File: config.mk
export PLATFORM = sky130hd
export DESIGN_NAME = websocket_frame_deframer_unit
export DESIGN_NICKNAME = d
export VERILOG_FILES = /design/src/rtl/wsdf_pkg.sv /design/src/rtl/websocket_frame_deframer_unit.sv
export SDC_FILE = /design/constraint.sdc
export NUM_CORES = 1
export LEC_CHECK = 0
export ABC_CLOCK_PERIOD_IN_PS = 3000
export BUFFER_PORTS_ARGS = -buffer_cell sky130_fd_sc_hd__buf_4
export CELL_PAD_IN_SITES_DETAIL_PLACEMENT = 0
export CELL_PAD_IN_SITES_GLOBAL_PLACEMENT = 1
export CORE_AREA = 5 5 134 136
export DETAILED_ROUTE_END_ITERATION = 7
export DIE_AREA = 0 0 139 141
export GPL_TIMING_DRIVEN = 0
export PLACE_DENSITY_LB_ADDON = 0.1
export SYNTH_ARGS = -nofsm -noshare
export SYNTH_HDL_FRONTEND = slang
export SYNTH_SLANG_ARGS = --single-unit
export TNS_END_PERCENT = 50
File: constraint.sdc
create_clock -name clk -period 3 [get_ports clk]
set_input_delay 0.45 -clock clk [delete_from_list [all_inputs] [get_ports clk]]
set_output_delay 0.45 -clock clk [all_outputs]
set_load 0.05 [all_outputs]
File: src/rtl/wsdf_pkg.sv
package wsdf_pkg;

  localparam int LENGTH_BITS = 32;

  localparam logic [6:0] LEN_FIELD_MASK = 7'h7F;
  localparam logic [6:0] LEN_CODE_EXT16 = 7'd126;
  localparam logic [6:0] LEN_CODE_EXT64 = 7'd127;

  localparam logic [2:0] EXT16_BYTES = 3'd2;
  // eight bytes wrap the 3-bit counter back to zero
  localparam logic [2:0] EXT64_BYTES = 3'd0;
  localparam logic [2:0] MASK_LAST   = 3'd3;

  typedef enum logic [2:0] {
    PH_FIRST   = 3'd0,
    PH_LENBYTE = 3'd1,
    PH_EXTLEN  = 3'd2,
    PH_MASK    = 3'd3,
    PH_PAYLOAD = 3'd4
  } phase_t;

  typedef logic [LENGTH_BITS-1:0] len_t;

endpackage

File: src/rtl/websocket_frame_deframer_unit.sv
// a payload byte or empty-frame marker is registered and appears in the cycle after its input item is taken
// throughput: one input item per cycle unless a result waits; then header and mask items that
// make no result are still taken, the result register holds one item until out_ready takes it
// reset (rst, synchronous, active high) returns the parser to the first header byte
// and clears length, mask and the result valid flag
module websocket_frame_deframer_unit (
  input  logic       clk,
  input  logic       rst,
  input  logic [7:0] in_byte,
  input  logic       in_valid,
  output logic       in_ready,
  output logic [7:0] payload_byte,
  output logic       frame_last,
  output logic       frame_empty,
  output logic       out_valid,
  input  logic       out_ready
);
  import wsdf_pkg::*;

  phase_t     phase, phase_next;
  logic [6:0] length_code, length_code_next;
  logic [2:0] header_byte_count, header_byte_count_next;
  len_t       payload_remaining, payload_remaining_next;
  logic [31:0] mask_key, mask_key_next;
  logic [1:0] mask_position, mask_position_next;

  logic       produce;
  logic [7:0] res_byte;
  logic       res_last;
  logic       res_empty;
  logic [7:0] key_byte;
  logic [2:0] cnt_inc;
  logic       accept;

  assign produce = (phase == PH_PAYLOAD) ||
                   (phase == PH_MASK && header_byte_count == MASK_LAST &&
                    payload_remaining == '0);
  assign in_ready = !produce || !out_valid || out_ready;
  assign accept   = in_valid && in_ready;
  assign cnt_inc  = header_byte_count + 3'd1;
  assign key_byte = 8'(mask_key >> {~mask_position, 3'b000});

  // next state
  always_comb begin
    phase_next             = phase;
    length_code_next       = length_code;
    header_byte_count_next = header_byte_count;
    payload_remaining_next = payload_remaining;
    mask_key_next          = mask_key;
    mask_position_next     = mask_position;
    case (phase)
      PH_LENBYTE: begin
        length_code_next       = in_byte[6:0] & LEN_FIELD_MASK;
        header_byte_count_next = '0;
        mask_key_next          = '0;
        mask_position_next     = '0;
        if (length_code_next == LEN_CODE_EXT16 || length_code_next == LEN_CODE_EXT64) begin
          payload_remaining_next = '0;
          phase_next             = PH_EXTLEN;
        end else begin
          payload_remaining_next = len_t'(length_code_next);
          phase_next             = PH_MASK;
        end
      end
      PH_EXTLEN: begin
        payload_remaining_next = len_t'({payload_remaining, in_byte});
        header_byte_count_next = cnt_inc;
        if (cnt_inc == ((length_code == LEN_CODE_EXT16) ? EXT16_BYTES : EXT64_BYTES)) begin
          header_byte_count_next = '0;
          phase_next             = PH_MASK;
        end
      end
      PH_MASK: begin
        mask_key_next          = {mask_key[23:0], in_byte};
        header_byte_count_next = cnt_inc;
        if (header_byte_count == MASK_LAST) begin
          header_byte_count_next = '0;
          mask_position_next     = '0;
          phase_next = (payload_remaining == '0) ? PH_FIRST : PH_PAYLOAD;
        end
      end
      PH_PAYLOAD: begin
        payload_remaining_next = payload_remaining - len_t'(1);
        mask_position_next     = mask_position + 2'd1;
        if (payload_remaining_next == '0) begin
          phase_next = PH_FIRST;
        end
      end
      default: begin
        phase_next = PH_LENBYTE;
      end
    endcase
  end

  // result
  always_comb begin
    res_byte  = '0;
    res_last  = 1'b0;
    res_empty = 1'b0;
    case (phase)
      PH_MASK: begin
        res_last  = 1'b1;
        res_empty = 1'b1;
      end
      PH_PAYLOAD: begin
        res_byte = in_byte ^ key_byte;
        res_last = (payload_remaining == len_t'(1));
      end
      default: begin
        res_byte = '0;
      end
    endcase
  end

  always_ff @(posedge clk) begin
    if (rst) begin
      phase             <= PH_FIRST;
      length_code       <= '0;
      header_byte_count <= '0;
      payload_remaining <= '0;
      mask_key          <= '0;
      mask_position     <= '0;
      out_valid         <= 1'b0;
    end else begin
      if (accept) begin
        phase             <= phase_next;
        length_code       <= length_code_next;
        header_byte_count <= header_byte_count_next;
        payload_remaining <= payload_remaining_next;
        mask_key          <= mask_key_next;
        mask_position     <= mask_position_next;
      end
      if (accept && produce) begin
        out_valid <= 1'b1;
      end else if (out_ready) begin
        out_valid <= 1'b0;
      end
    end
  end

  always_ff @(posedge clk) begin
    if (accept && produce) begin
      payload_byte <= res_byte;
      frame_last   <= res_last;
      frame_empty  <= res_empty;
    end
  end

  a_empty_is_last: assert property (@(posedge clk) disable iff (rst)
    out_valid && frame_empty |-> frame_last && payload_byte == 8'd0)
    else $error("empty frame item without last flag or with data");

  a_payload_nonzero: assert property (@(posedge clk) disable iff (rst)
    phase == PH_PAYLOAD |-> payload_remaining != '0)
    else $error("payload phase with nothing remaining");

  a_mask_count: assert property (@(posedge clk) disable iff (rst)
    phase == PH_MASK |-> header_byte_count <= MASK_LAST)
    else $error("mask byte count out of range");

  a_no_overwrite: assert property (@(posedge clk) disable iff (rst)
    out_valid && !out_ready |=> out_valid && $stable(payload_byte) && $stable(frame_last))
    else $error("pending result overwritten or dropped");

endmodule

==> summary.txt <==
Outcome
  • Status: complete, no violations

Power and ir drop
  • PD cells: 563.5 nW/um2
  • Sw Ratio: 33.89%
  • Clock power share: between 30% and 40%
  • Comb pwr share: 26.2%
  • Seq pwr share: ~38%
  • Total power: 3395 uW
  • P_int: 2244 uW
  • Pleak: 0.002135 uW
  • Psw: 1151 uW
  • VDD IR-drop max: 0.2747 mV

Clock tree
  • CTS tree: yes
  • Skew-Pair Late Insertion Delay: about 0.36 ns
  • Clock slew at reported path FFs: 0.07 ns
  • Clock sink total: 90
  • # hold bufs at CTS: 0
  • CTS root buf: clkbuf_16
  • CTS Buffer Depth: 2
  • H-tree levels: 3
  • CTS buffer count: 9

Cells and area
  • Number of diodes: 0
  • Fraction of layout cells with a size suffix above 1: between 15 and 20%
  • Most frequent cells in the layout: nor2_1 (99), dfxtp_1 (78), nand2_1 (54)
  • Layout Area Growth over Synthesis: 16.16%
  • Final Cell Area: 6025 um2
  • Fillers: ~1800
  • Commonest non-fill, non-tap cell in the layout: nor2_1
  • Nets: 652

Timing
  • Crit path time final: 2.903 ns
  • Actual slew at the worst max-slew pin: about 0.95 ns
  • Setup repair after global routing missed its margin: no
  • Post-layout worst setup margin: 0.09748 ns
  • Final hold vios: 0
  • Setup violators final: 0
  • Max Freq: 344.5 MHz
  • Setup TNS: 0 ns
  • Clock skew: 0.007097 ns
  • Slew headroom: 36.75%
  • Pins Over Slew Limit: 0
  • Final Cycle Share: between 90% and 100%

Yosys
  • Largest family of logic cells by synthesized area: simple AND/OR/NAND/NOR gates
  • Post-synthesis xor/xnor area fraction: under 10%
  • Most common flop cell mapped by yosys: dfxtp_1
  • Sequential area share after synthesis: 36.67%
  • EDFF count, synth: 10
  • Cell variety after synth: just under 70
  • Asr flop ratio synth: 0%
  • Syn. warnings: 0
  • Mapped Area: around 5200 um2
  • Post-Syn Instances: 598
  • Register bit total from synthesis: 90
  • Ranking of synthesized cells by area: dfxtp_1 (31%), nor2_1 (7.2%), edfxtp_1 (5.8%), mux2i_1 (5.8%), nand2_1 (4.0%)
  • Synth Area per Inst: around 8.7 um2
  • Syn Nets: 616
  • Mux share of post-synthesis cell area: 9.264%
  • Synth Area in Compound Gates: roughly 16%
  • Dominant cell type by area after synthesis: dfxtp_1
  • Adder-cell area share of the yosys netlist: 1.448%
  • Synth top area share: 30.88%
  • Simple-gate portion of the synthesized area: a little over a quarter

Global routing
  • Top Usage Layer GRT: met2
  • Vias in the first global route: 4612
  • GRT met1 Usage: between 20% and 30%
  • Grt total ovfl: 0
  • First-pass GRT wire length: between 20000 and 30000 um
  • GR Util met3: between 2 and 2.5%
  • GR Layer Usage met2: a little under a third
  • Initial antenna violation count: 0
  • Largest net degree at the start of global routing: 18
  • All-Layer GR Usage: 18.22%

Floorplanning
  • I/O pin count: 24
  • Die H: roughly 140 um
  • Core area: 16820 um2
  • Die Width: 139 um
  • Die ar.: 19600 um2
  • Initial core utilization: 30.84%
  • Std-Cell Rows: 48

Drt
  • Initial DRC count: 420
  • WL per Instance: 20.45 um
  • Vias: between 4000 and 5000
  • Final wirelength: 17670 um
  • Final ANT Viol Nets: 0
  • DR vias/cell: 5.472
  • # DRC: 0
  • DR pass1 iterations: 7

Place
  • Routability cong.: around 0.85
  • Placement Setup Slack: -0.2640 ns
  • Cell Area, Placed: 5633 um2
  • DP HPWL: between 10000 and 15000 um
  • Port bufs: 22

Critical path
  • Register-to-register setup slack: 0.1 ns
  • Reg2reg end: phase[2]
  • FF-to-FF Start: payload_remaining[6]
  • Critical path required time: between 3 and 4 ns
  • CP Data Arrival Time: 3.11 ns
  • Critical Path Start: payload_remaining[6]
  • R2r worst-path depth: 9
  • Critical path peak fanout: 8
  • Startpoint types: flop
  • Critical path type: reg2reg
  • Crit path capture: phase[2]
  • Critical Path End Type: flop

Run
  • Max_cap viols: 0

Hold path
  • Hold Crit Class: in2reg
what timing repair did:
| action | CTS | global route |
|---|---|---|
| resized for setup | 6 | 10 |
| setup buffers | 1 | 3 |
| setup endpoints to repair | 42 | 25 |
| pin swaps | 1 | 1 |
registers in the layout (all words and copies together) (netlist names):
name and count:
mask_key 32, payload_remaining 32, payload_byte 8, length_code 7
header_byte_count 3, phase 3, mask_position 2, frame_empty 1
frame_last 1, out_valid 1
power groups by stage:
| stage | Combinational [uW] | Sequential (uW) | Clock, uW |
|---|---|---|---|
| floorplan | 602 | 1300 | 0 |
| global placement | 829 | 1310 | 0 |
| detailed placement | 822 | 1310 | 0 |
| CTS | 850 | 1290 | 1250 |
| global route | 953 | 1290 | 1280 |
| finish | 888 | 1290 | 1220 |
how the worst min path moves through the flow:
stage | startpoint | end | slack [ns] | cells after the start
CTS | in_byte[7] | mask_key[7] | 0.37 | 3
floorplan | length_code[6] | length_code[6] | 0.44 | 2
detailed placement | length_code[1] | length_code[1] | 0.45 | 2
global route | in_byte[7] | mask_key[7] | 0.39 | 3
global placement | length_code[0] | length_code[0] | 0.45 | 2
finish | in_valid | out_valid | 0.38 | 3
stage by stage:
stage,std cells,hold slack [ns],utilization (%)
2_1_floorplan,598,0.4362,-
3_3_place_gp,845,0.4471,33.50
3_5_place_dp,845,0.4494,33.50
4_1_cts,862,0.3750,35.54
5_1_grt,864,0.3930,35.83
6_report,864,0.3784,35.83
area by class of cell:
cell class / count / area (um2) / area share (%)
timing repair buffer: 26 / 198.9 / 3.302
clock buffer: 9 / 225.2 / 3.738
buffer: 49 / 272.8 / 4.528
multi-input combinational: 449 / 3027 / 50.24
clock inverter: 7 / 81.33 / 1.350
inverter: 9 / 33.78 / 0.5607
tap: 225 / 281.5 / 4.673
sequential: 90 / 1904 / 31.61
Yosys cell counts (all sizes together), types with 6 or more instances:
cell type,n
a22oi,8
a21oi,29
ha,6
o21ai,27
nor3,28
a31oi,7
dfxtp,80
inv,9
nand2,55
a221oi,12
buf,27
nand2b,13
edfxtp,10
nor4,15
or4,6
mux2i,30
nor2,101
mux4,8
clkbuf,23
xor2,6
xnor2,17
nand3,10
nor2b,7
a2bb2oi,7
nand4,10
metal layers:
metal  share of wire (%)  wire length [um]  vias up
met5                   0                 0        -
met4                 2.3               414        0
met3                 3.8               670       28
met2                  48              8402      132
met1                  46              8183     2344
li1                    -                 -     2224
critical path, stage by stage (launching register included):
cell	delay [ns]
dfxtp_1	0.30
clkbuf_1	0.23
or4_1	0.50
buf_2	0.18
nor3_1	0.40
a32oi_1	0.20
nor3_1	0.26
nor4bb_2	0.35
and4_1	0.27
a211oi_1	0.06
logic make-up after synthesis:
group / count (synthesis)
fa+ha+maj: 6
buf+inv: 59
xor+xnor: 23
compound gates: 114
mux: 38
simple gates: 268
flops: 90
No activity file was read; power rests on OpenSTA's default activity.
